## config.mk

```make
export PLATFORM = sky130hd
export DESIGN_NAME = sed_sqrt_cell
export DESIGN_NICKNAME = d
export VERILOG_FILES = /design/src/rtl/sed_pkg.sv /design/src/rtl/sed_sqrt_cell.sv
export SDC_FILE = /design/constraint.sdc
export NUM_CORES = 1
export LEC_CHECK = 0
export BUFFER_PORTS_ARGS = -buffer_cell sky130_fd_sc_hd__buf_2
export CELL_PAD_IN_SITES_DETAIL_PLACEMENT = 0
export CELL_PAD_IN_SITES_GLOBAL_PLACEMENT = 1
export CORE_ASPECT_RATIO = 0.75
export CORE_MARGIN = 5
export CORE_UTILIZATION = 42
export DETAILED_ROUTE_END_ITERATION = 10
export PLACE_DENSITY_LB_ADDON = 0.1
export SYNTH_ARGS = -nofsm -noshare
export SYNTH_HDL_FRONTEND = slang
export SYNTH_SLANG_ARGS = --single-unit
```

## constraint.sdc

```tcl
create_clock -name clk_i -period 1.05 [get_ports clk_i]
set_input_delay 0.0525 -clock clk_i [delete_from_list [all_inputs] [get_ports clk_i]]
set_output_delay 0.0525 -clock clk_i [all_outputs]
set_load 0.03 [all_outputs]
```

## src/rtl/sed_pkg.sv

```systemverilog
package sed_pkg;

  localparam int unsigned RemW  = 72;  // radicand / dividend width
  localparam int unsigned RootW = 36;  // square root width
  localparam int unsigned QuoW  = 31;  // quotient width, Q1.30 magnitude

  typedef struct packed {
    logic             valid;
    logic [RemW-1:0]  rem;
    logic [RootW-1:0] root;
  } sqrt_t;

  typedef struct packed {
    logic             valid;
    logic [RootW-1:0] den;
    logic [RemW-1:0]  rem_x;
    logic [RemW-1:0]  rem_y;
    logic [QuoW-1:0]  quo_x;
    logic [QuoW-1:0]  quo_y;
  } div_t;

  // sideband through the first root chain
  typedef struct packed {
    logic [32:0] apc;    // xx + yy
    logic [32:0] cma;    // yy - xx
    logic [32:0] bmag2;  // 2*|xy|
    logic        bneg;
    logic [65:0] bsq;    // bmag2^2
  } side1_t;

  // sideband through the second root chain
  typedef struct packed {
    logic [31:0] eig_l;
    logic [31:0] eig_s;
    logic [34:0] u;
    logic [32:0] bmag2;
    logic        bneg;
    logic        fb;
  } side2_t;

  // sideband through the divider chain
  typedef struct packed {
    logic [31:0] eig_l;
    logic [31:0] eig_s;
    logic        bneg;
    logic        fb;
  } side3_t;

  localparam logic [31:0] AxisOne = 32'h4000_0000;

  function automatic logic [31:0] sat32(input logic [36:0] v);
    logic [31:0] r;
    if ((&v[36:31]) || !(|v[36:31])) begin
      r = v[31:0];
    end else if (v[36]) begin
      r = 32'h8000_0000;
    end else begin
      r = 32'h7fff_ffff;
    end
    return r;
  endfunction

endpackage

```

## src/rtl/sed_sqrt_cell.sv

```systemverilog
// One bit of a restoring square root.
module sed_sqrt_cell #(
  parameter int unsigned Bit   = 0,
  parameter int unsigned SideW = 1
) (
  input  logic               clk_i,
  input  logic               rst_ni,
  input  logic               en_i,
  input  sed_pkg::sqrt_t     in_i,
  input  logic [SideW-1:0]   side_i,
  output sed_pkg::sqrt_t     out_o,
  output logic [SideW-1:0]   side_o
);

  logic                        valid_q;
  logic [sed_pkg::RemW-1:0]    rem_d, rem_q, trial;
  logic [sed_pkg::RootW-1:0]   root_d, root_q;
  logic [SideW-1:0]            side_q;
  logic                        take;

  always_comb begin
    trial  = ({{(sed_pkg::RemW-sed_pkg::RootW){1'b0}}, in_i.root} << (Bit + 1))
           | ({{(sed_pkg::RemW-1){1'b0}}, 1'b1} << (2 * Bit));
    take   = trial <= in_i.rem;
    rem_d  = take ? in_i.rem - trial : in_i.rem;
    root_d = in_i.root | (take ? ({{(sed_pkg::RootW-1){1'b0}}, 1'b1} << Bit)
                               : '0);
  end

  always_ff @(posedge clk_i or negedge rst_ni) begin
    if (!rst_ni) begin
      valid_q <= 1'b0;
    end else if (en_i) begin
      valid_q <= in_i.valid;
    end
  end

  always_ff @(posedge clk_i) begin
    if (en_i) begin
      rem_q  <= rem_d;
      root_q <= root_d;
      side_q <= side_i;
    end
  end

  assign out_o.valid = valid_q;
  assign out_o.rem   = rem_q;
  assign out_o.root  = root_q;
  assign side_o      = side_q;

endmodule

```

==> impl_metrics.csv, run 1 <==
group,metric,value,unit
run_status,run_status,"finished with violations",
run_status,violations,"setup timing",
die,fp.dieW,160,um
synth,yosysWarnings,0,
synth,ys_top_cells_by_count,"edfxtp_1 (109), a21oi_1 (70), nand2_1 (65), nor2_1 (53)",
cells_and_area,finalInstanceArea,12300,um^2
worst_hold_path,hold-path-cell-count,3,
cts,cts_root_buffer,"clkbuf_16",
synth,synth_top_cell_area_share,46.4,%
grt,grt_pass1_wl,40400,um
synth,synthTopCellsByArea,"edfxtp_1 (46%), ha_1 (6.6%), xnor2_1 (5.3%)",
cts,cts_made_buffers,9,
sta,worst_pin_slew,442,ps
routing,routedWlPerCell,18.5,um
sta,fmax,440,MHz
sta,setup_slack,-1220,ps
worst_hold_path,hold_end,"rem_q[20]$_DFFE_PP_",
synth,synth_fp_nets,859,
sta,layout_min_cycle_time,2270,ps
setup_path,r2r_setup_slack,310,ps
synth,yosysTopAreaCell,"edfxtp_1",
sta,finClkSkew,0,ps
synth,synthArstFlopShare,0.909,%
synth,ys.flop_type,"edfxtp_1",
setup_path,path_max_fanout,6,
routing,drc,0,
cells_and_area,drive_above_1_share,54.4,%
sta,final-setup-viol-count,73,
cts,path_clk_slew,80,ps
synth,avgSynthCellArea,9.97,um^2
pwr,power_per_cell_area,1180,nW/um^2
setup_path,critPathBufInv,3,
setup_path,reg2regPathDepth,1,
grt,met2_usage,44.3,%
setup_path,r2r-end,"valid_q$_DFFE_PN0P_",
cts,clock_latency,360,ps
job,maxCapViolations,0,
setup_path,slowest_delay,530,ps
cells_and_area,num_antenna_cells,0,
synth,synth_edf_count,109,
sta,slew_headroom,70.3,%
setup_path,arrival,2380,ps
cells_and_area,area_growth,74.1,%
routing,drtAntennaViolNets,0,
pwr,power.leakage,5.22,nW
die,die_y,122,um
setup_path,critical_path_class,"input pin to flop",
cts,clk_path_buf_depth,2,
die,row_count,41,
worst_hold_path,hp-start,"in_i[56]",
synth,synth_seq_cells,110,
sta,final.setup.tns,-83270,ps
routing,routed_wirelength,26400,um
pwr,peakVddDrop,819,uV
grt,grt_pass1_vias,7677,
synth,syn-cell-area,7060,um^2
place,gp_congestion,0.907,
cts,numClockSinks,110,
grt,busiest_layer,"met2",
synth,seq_area_frac_synth,46.7,%
grt,grt_antenna_before_repair,0,
sta,finalHoldViolCount,0,
place,numPortBuffers,222,
grt,grt_use_total,25.9,%
grt,use_met3,5.00,%
routing,drt_first_iter_violations,419,
setup_path,path_cells,"buf_6 > or4_4 > or3_4 > nand4bb_1 > a21o_1 > nor3_4 > nand2_2 > buf_8 > clkbuf_16 > nor2_4 > a21oi_2",
synth,syn_inst,708,
setup_path,critPathLaunchType,"input pin",
cells_and_area,nets,1356,
routing,viasPerCell,5.31,
setup_path,cpMaxStageDelayCell,"or4_4",
grt,use_met1,34.4,%
die,dieArea,19500,um^2
setup_path,worstPathRequired,1160,ps
routing,drtPass1Iterations,5,
place,place_area,10100,um^2
worst_hold_path,hp-class,"input pin to flop",
setup_path,reg2reg_from,"valid_q$_DFFE_PN0P_",
sta,whs,12.2,ps
sta,finalMaxSlewViolations,0,
setup_path,cp-end-kind,"flop",
sta,final.period_utilization,216,%
routing,via_count,7572,
setup_path,cp_top_family,"simple AND/OR/NAND/NOR gates",
grt,grt_overflow,0,
die,ios,223,
sta,grt_setup_unrepaired,"yes",
synth,yosysMostFrequentCell,"edfxtp_1",
grt,grt_max_degree,48,
place,detailed_place_hpwl,19300,um
die,start_util,42.3,%
die,core,16700,um^2
cts,cts_tree,"done",
cts,cts_htree_levels,3,
synth,yosysUniqueCellTypes,63,
flip-flops by register name, summed over array words and instances, names as in the netlist:
register	cells
rem_q	72
valid_q	1
side_o	1
root_q	36
stage by stage:
| step | total power, mW | util [%] | cells | setup slack (ps) |
|---|---|---|---|---|
| after floorplan | 8.25 | - | 708 | -1360 |
| after global placement | 10.2 | 60.8 | 1334 | -1840 |
| after detailed placement | 10.3 | 60.8 | 1334 | -1860 |
| after CTS | 14.2 | 70.1 | 1413 | -1210 |
| after global routing | 15.2 | 73.7 | 1425 | -1280 |
| final | 14.5 | 73.7 | 1425 | -1220 |
cell families (layout without fill, tap and decap cells):
group,Yosys count,in the layout,synth area share (%)
AO/OA/AOI/OAI,176,176,15.6
XOR/XNOR,69,69,8.56
adder cells (fa/ha/maj),38,38,6.84
buffers and inverters,77,579,4.79
flip-flops,110,110,46.7
multiplexers,1,1,0.160
AND/OR/NAND/NOR,237,237,17.3
worst max path at each step:
stage                        start  cells after the start                   to  slack (ps)
final                     in_i[88]                     11  rem_q[32]$_DFFE_PP_       -1220
after global routing      in_i[88]                     10  rem_q[36]$_DFFE_PP_       -1280
after CTS                 in_i[15]                     11  rem_q[58]$_DFFE_PP_       -1210
after detailed placement  in_i[16]                     11  rem_q[45]$_DFFE_PP_       -1860
after global placement    in_i[15]                     11  rem_q[45]$_DFFE_PP_       -1840
after floorplan           in_i[90]                     10  rem_q[49]$_DFFE_PP_       -1360
layout make-up:
type	instances	area, um^2
multi-input combinational	521	4400
fill	1220	4380
timing repair buffer	520	3840
sequential	110	3300
tap	215	269
clock buffer	9	225
inverter	43	174
clock inverter	7	78.8
routing by layer:
layer / share of wire [%] / up-vias
met3: 6.3 / 30
met5: 0 / -
met1: 45 / 3647
met4: 1.5 / 0
li1: - / 3611
met2: 47 / 284
layout by cell type, fill, tap and decap left out, types with 4 or more instances in the layout:
master         netlist  layout
inv_2                0       9
nor2b_1             11      10
o21ai_2              0       6
edfxtp_1           109     109
buf_8                0       6
o21ai_1             14      15
o21ai_0             18      11
ha_4                 0      22
nor4_1              15      11
or4_4                0       4
nand2_1             65      53
ha_1                37      14
buf_6                5      33
nor2_2               0       5
nand2_2              0      10
nor2_1              53      28
inv_4                0       5
nand3_1             12       5
o21a_1               7       6
a21o_1              14      14
a21oi_1             70      47
buf_4                2     231
nand4_1             22      22
nor2_4               0      20
o211ai_1             8       8
nand3_2              0       5
nor3_2               0       7
or3_1                6       6
nor4_4               0       4
xor2_1              26      26
or4_1               10       6
a21oi_2              0      22
nor3_1              17      10
inv_1               43      29
o21bai_1             5       5
xnor2_1             43      40
buf_2                3     196
dlygate4sd3_1        0      44
clkbuf_16            0      12
buf_12               0       6
repair_timing:
action / CTS / global route
gates resized for setup: 141 / 113
cloned: 1 / 4
hold buffers: 44 / 0
hold endpoints to repair: 43 / 0
buffers inserted: 21 / 8
setup endpoints to repair: 74 / 79
pin swaps: 50 / 53
power breakdown:
part           internal (mW)  switching, mW  total [mW]
Sequential              5.42          0.134        5.55
Clock                   1.70           1.79        3.49
Combinational           2.40           3.04        5.44
Total                   9.51           4.96        14.5
Power figures use the tool's default switching activity.
==> run 2: changes to the inputs <==
--- a/config.mk
+++ b/config.mk
@@ -12,7 +12,7 @@
 export CORE_MARGIN = 5
 export CORE_UTILIZATION = 42
 export DETAILED_ROUTE_END_ITERATION = 10
-export PLACE_DENSITY_LB_ADDON = 0.1
+export PLACE_DENSITY = 0.85
 export SYNTH_ARGS = -nofsm -noshare
 export SYNTH_HDL_FRONTEND = slang
 export SYNTH_SLANG_ARGS = --single-unit
==> impl_metrics.csv, run 2 (synthesis gave the netlist of run 1 again) <==
group,metric,value,unit
sta,finalMaxSlewViolations,0,
setup_path,cpMaxStageDelayCell,"or4_4",
sta,final-setup-viol-count,73,
routing,viasPerCell,5.27,
die,row_count,41,
setup_path,cp-end-kind,"flop",
sta,fmax,426,MHz
die,dieArea,19500,um^2
sta,final.period_utilization,224,%
cts,cts_made_buffers,9,
cts,cts_htree_levels,3,
grt,grt_overflow,0,
sta,setup_slack,-1300,ps
cts,clk_path_buf_depth,2,
cells_and_area,finalInstanceArea,12000,um^2
cells_and_area,layout_commonest_cell,"buf_4",
die,fp.dieW,160,um
grt,grt_pass1_vias,7477,
routing,drc,0,
place,pre_cts_slack,-1980,ps
grt,grt_pass1_wl,38600,um
routing,drtAntennaViolNets,0,
cts,cts_root_buffer,"clkbuf_16",
place,numPortBuffers,222,
routing,drt_first_iter_violations,714,
pwr,peakVddDrop,789,uV
pwr,power_per_cell_area,1210,nW/um^2
grt,grt_max_degree,40,
die,ios,223,
setup_path,path_max_fanout,7,
routing,via_count,7491,
cts,path_clk_slew,80,ps
grt,grt_use_total,24.8,%
routing,routedWlPerCell,18.2,um
cts,numClockSinks,110,
setup_path,arrival,2460,ps
routing,drtPass1Iterations,5,
sta,layout_min_cycle_time,2350,ps
run_status,run_status,"finished with violations",
sta,worst_pin_slew,396,ps
sta,slew_headroom,73.3,%
cells_and_area,nets,1353,
cells_and_area,area_growth,70.5,%
cts,cts_tree,"done",
place,gp_congestion,0.968,
place,place_area,10200,um^2
die,die_y,122,um
sta,grt_setup_unrepaired,"yes",
cells_and_area,regMostFlops,"rem_q",
routing,routed_wirelength,25900,um
setup_path,critPathLaunchType,"input pin",
sta,finClkSkew,0,ps
pwr,power.leakage,5.16,nW
die,start_util,42.3,%
sta,finalHoldViolCount,0,
cells_and_area,final_cell_mix,"buf_4 (233), buf_2 (212), edfxtp_1 (109)",
setup_path,slowest_delay,520,ps
cells_and_area,drive_above_1_share,52.3,%
die,core,16700,um^2
cells_and_area,reg_top3,"rem_q (72), root_q (36)",
cells_and_area,largest_reg_flops,72,
setup_path,critical_path_class,"input pin to flop",
place,detailed_place_hpwl,19000,um
worst_hold_path,hp-class,"input pin to flop",
job,maxCapViolations,0,
grt,grt_antenna_before_repair,0,
setup_path,worstPathRequired,1160,ps
cts,clock_latency,370,ps
cells_and_area,num_antenna_cells,0,
setup_path,path_cells,"buf_6 > or4_4 > or3_4 > nand4bb_1 > a21o_1 > nor3_4 > and2_4 > buf_6 > nor4b_4 > xor2_1",
setup_path,worst_path_most_repeated_cell,"buf_6",
run_status,violations,"setup timing",
==> run 2: changes by cell type in the layout (fill, tap and decap cells not counted), moves of 4 or more <==
cell     change
o21ai_2      -5
buf_6       -15
inv_1        +6
inv_4        -4
buf_2       +16
==> run 2: metal layers <==
metal	share of wire [%]	up-vias	routed length, um	GRT usage (%)
met4	1.8	0	455	7.37
met5	0	-	0	0
met2	46	343	12000	39.6
met3	7.3	30	1910	5.57
met1	44	3515	11500	34.2
li1	-	3603	-	-
==> run 2: cell type report <==
type / instances / area, um^2
Clock inverter: 7 / 103
Clock buffer: 9 / 225
Tap cell: 215 / 269
Multi-Input combinational cell: 521 / 4300
Timing Repair Buffer: 517 / 3680
Inverter: 43 / 164
Sequential cell: 110 / 3300
Fill cell: 1187 / 4630
==> run 2: final timing paths <==
kind                                           from             endpoint  slack [ps]  depth (start not counted)
worst max-delay path                       in_i[91]  rem_q[37]$_DFFE_PP_       -1300                         10
worst min-delay path                       in_i[43]   rem_q[7]$_DFFE_PP_          10                          3
min in group asynchronous                    rst_ni  valid_q$_DFFE_PN0P_         500                          3
worst max register to register  valid_q$_DFFE_PN0P_  valid_q$_DFFE_PN0P_         320                          1
worst min register to register  valid_q$_DFFE_PN0P_  valid_q$_DFFE_PN0P_         500                          1
max in group asynchronous                    rst_ni  valid_q$_DFFE_PN0P_         450                          3
==> run 2: per-stage QoR <==
| step | power, mW | instances | TNS [ps] | hold WS (ps) | utilization, % |
|---|---|---|---|---|---|
| CTS | 14.4 | 1410 | -88150 | 7.76 | 68.9 |
| global route | 15.2 | 1422 | -95150 | 42.6 | 72.2 |
| floorplan | 8.25 | 708 | -93550 | -243 | - |
| detailed placement | 10.3 | 1344 | -129850 | -172 | 61.2 |
| finish | 14.6 | 1422 | -88640 | 13.1 | 72.2 |
| global placement | 10.2 | 1344 | -118960 | -173 | 61.2 |
==> run 2: where the power goes <==
part           total [mW]  leakage, nW  internal, mW  switching (mW)
logic                5.25         3.92          2.27            2.98
registers            5.54         1.08          5.42           0.124
clock network        3.79        0.160          1.94            1.85
==> run 2: critical path: cells and delay by family <==
family	cells	cell delay [ps]
and+or+nand+nor	6	1800
AOI/OAI and AO/OA	1	230
buffers and inverters	2	210
xor gates and xnor gates	1	160
==> run 2: timing repair <==
action | in CTS | in global routing
cloned | 0 | 4
setup buffers | 8 | 8
pin swaps | 33 | 19
endpoints found under the setup margin | 73 | 74
hold buffers | 42 | 0
resized for setup | 87 | 98
endpoints found under the hold margin | 41 | 0
==> run 3: changes to the inputs <==
--- a/config.mk
+++ b/config.mk
@@ -12,6 +12,7 @@
 export CORE_MARGIN = 5
 export CORE_UTILIZATION = 42
 export DETAILED_ROUTE_END_ITERATION = 10
+export MAX_ROUTING_LAYER = met4
 export PLACE_DENSITY = 0.85
 export SYNTH_ARGS = -nofsm -noshare
 export SYNTH_HDL_FRONTEND = slang
==> impl_metrics.csv, run 3 (synthesis gave the netlist of run 1 again) <==
group,metric,value,unit
grt,grt_overflow,0,
sta,finClkSkew,0,ps
routing,via_count,7623,
routing,drtAntennaViolNets,0,
cells_and_area,num_antenna_cells,0,
cells_and_area,layout.cells.non_filler,1441,
sta,setup_slack,-1210,ps
cts,cts_made_buffers,9,
sta,finalHoldViolCount,0,
sta,fmax,443,MHz
die,core,16700,um^2
setup_path,arrival,2370,ps
routing,drtPass1Iterations,5,
grt,grt_max_degree,40,
grt,grt_pass1_vias,7667,
grt,grt_use_total,26.4,%
setup_path,reg2regPathDepth,1,
worst_hold_path,hold-path-cell-count,3,
cells_and_area,final_cell_mix,"buf_4 (248), buf_2 (207), edfxtp_1 (109)",
die,row_count,41,
worst_hold_path,hp-class,"input pin to flop",
cells_and_area,largest_reg_flops,72,
grt,use_met3,5.10,%
cts,path_clk_slew,80,ps
pwr,peakVddDrop,735,uV
cells_and_area,seq_area,3300,um^2
routing,routedWlPerCell,18.2,um
cells_and_area,fin_util,73.8,%
sta,final-setup-viol-count,73,
die,dieArea,19500,um^2
cells_and_area,nets,1372,
cells_and_area,drive_above_1_share,54.6,%
grt,use_met1,35.5,%
cells_and_area,reg_top3,"rem_q (72), root_q (36)",
cts,numClockSinks,110,
cells_and_area,area_growth,74.3,%
setup_path,worstPathRequired,1160,ps
grt,met2_usage,41.2,%
setup_path,critical_path_class,"input pin to flop",
die,ios,223,
setup_path,critPathLaunchType,"input pin",
cells_and_area,multi_input_area,4380,um^2
place,detailed_place_hpwl,18900,um
grt,grt_antenna_before_repair,0,
cts,cts_htree_levels,3,
run_status,violations,"setup timing",
cells_and_area,layout_commonest_cell,"buf_4",
sta,layout_min_cycle_time,2260,ps
cts,cts_tree,"done",
grt,grt_pass1_wl,39800,um
cells_and_area,fill_cells,1155,
routing,viasPerCell,5.29,
setup_path,path_max_fanout,6,
place,numPlacedInstances,1344,
die,start_util,42.3,%
sta,grt_setup_unrepaired,"yes",
sta,worst_pin_slew,481,ps
pwr,power.leakage,5.32,nW
sta,finalMaxSlewViolations,0,
grt,busiest_layer,"met2",
pwr,power_per_cell_area,1170,nW/um^2
routing,routed_wirelength,26200,um
cts,clock_latency,360,ps
routing,drt_first_iter_violations,618,
setup_path,r2r_setup_slack,310,ps
sta,final.period_utilization,215,%
routing,drc,0,
place,numPortBuffers,222,
sta,slew_headroom,67.6,%
die,fp.dieW,160,um
cells_and_area,regMostFlops,"rem_q",
job,maxCapViolations,0,
cts,clk_path_buf_depth,2,
setup_path,cp-end-kind,"flop",
cts,cts_root_buffer,"clkbuf_16",
place,gp_congestion,1.00,
run_status,run_status,"finished with violations",
die,die_y,122,um
[run 3: final cells by class]
cell class | count | share of cell area [%]
flip-flops and latches | 110 | 26.8
clock buffers | 10 | 1.86
inverters | 43 | 1.35
multi-input cells | 521 | 35.6
well taps | 215 | 2.19
repair buffers | 536 | 31.8
clock inverters | 6 | 0.427
[run 3: repair_timing]
action | CTS | global route
gates resized for setup | 129 | 94
hold buffers | 41 | 0
hold endpoints to repair | 40 | 0
pin swaps | 47 | 39
cloned | 3 | 1
endpoints found under the setup margin | 73 | 76
buffers inserted | 28 | 9
[run 3: per-stage QoR]
stage	power (mW)	setup WS [ps]	TNS [ps]	instance area, um^2	hold slack (ps)
after CTS	14.1	-1260	-85590	11900	5.57
final	14.4	-1210	-82690	12300	11.8
after floorplan	8.25	-1360	-93550	7310	-243
after global routing	15.0	-1290	-88700	12300	22.6
after global placement	10.2	-1890	-122230	10200	-173
after detailed placement	10.3	-2080	-135070	10200	-172
[run 3: path summary, 6_finish.rpt]
kind                                       endpoint                 from
worst max register to register  valid_q$_DFFE_PN0P_  valid_q$_DFFE_PN0P_
worst min register to register  valid_q$_DFFE_PN0P_  valid_q$_DFFE_PN0P_
max in group asynchronous       valid_q$_DFFE_PN0P_               rst_ni
min in group asynchronous       valid_q$_DFFE_PN0P_               rst_ni
worst max-delay path            rem_q[37]$_DFFE_PP_             in_i[87]
worst min-delay path             rem_q[7]$_DFFE_PP_             in_i[43]
[run 3: metal layers]
layer	wire [um]	part of all wire (%)	vias to the layer above
li1	-	-	3647
met1	11800	45	3630
met2	12100	46	312
met3	1780	6.8	34
met4	511	1.9	0
met5	0	0	-
[run 3: critical path, cell delays in order]
cell       delay, ps
buf_6             90
or4_4            530
or3_4            390
nand4bb_4        210
a21o_1           210
nor3_4           240
and2_4           310
buf_12           140
nor4b_4           40
xor2_1           150
[run 3: power by group]
part           internal, mW  switching (mW)  leakage [nW]  total (mW)
clock                  1.66            1.75         0.132        3.41
sequential             5.42           0.132          1.08        5.55
combinational          2.38            3.03          4.11        5.41
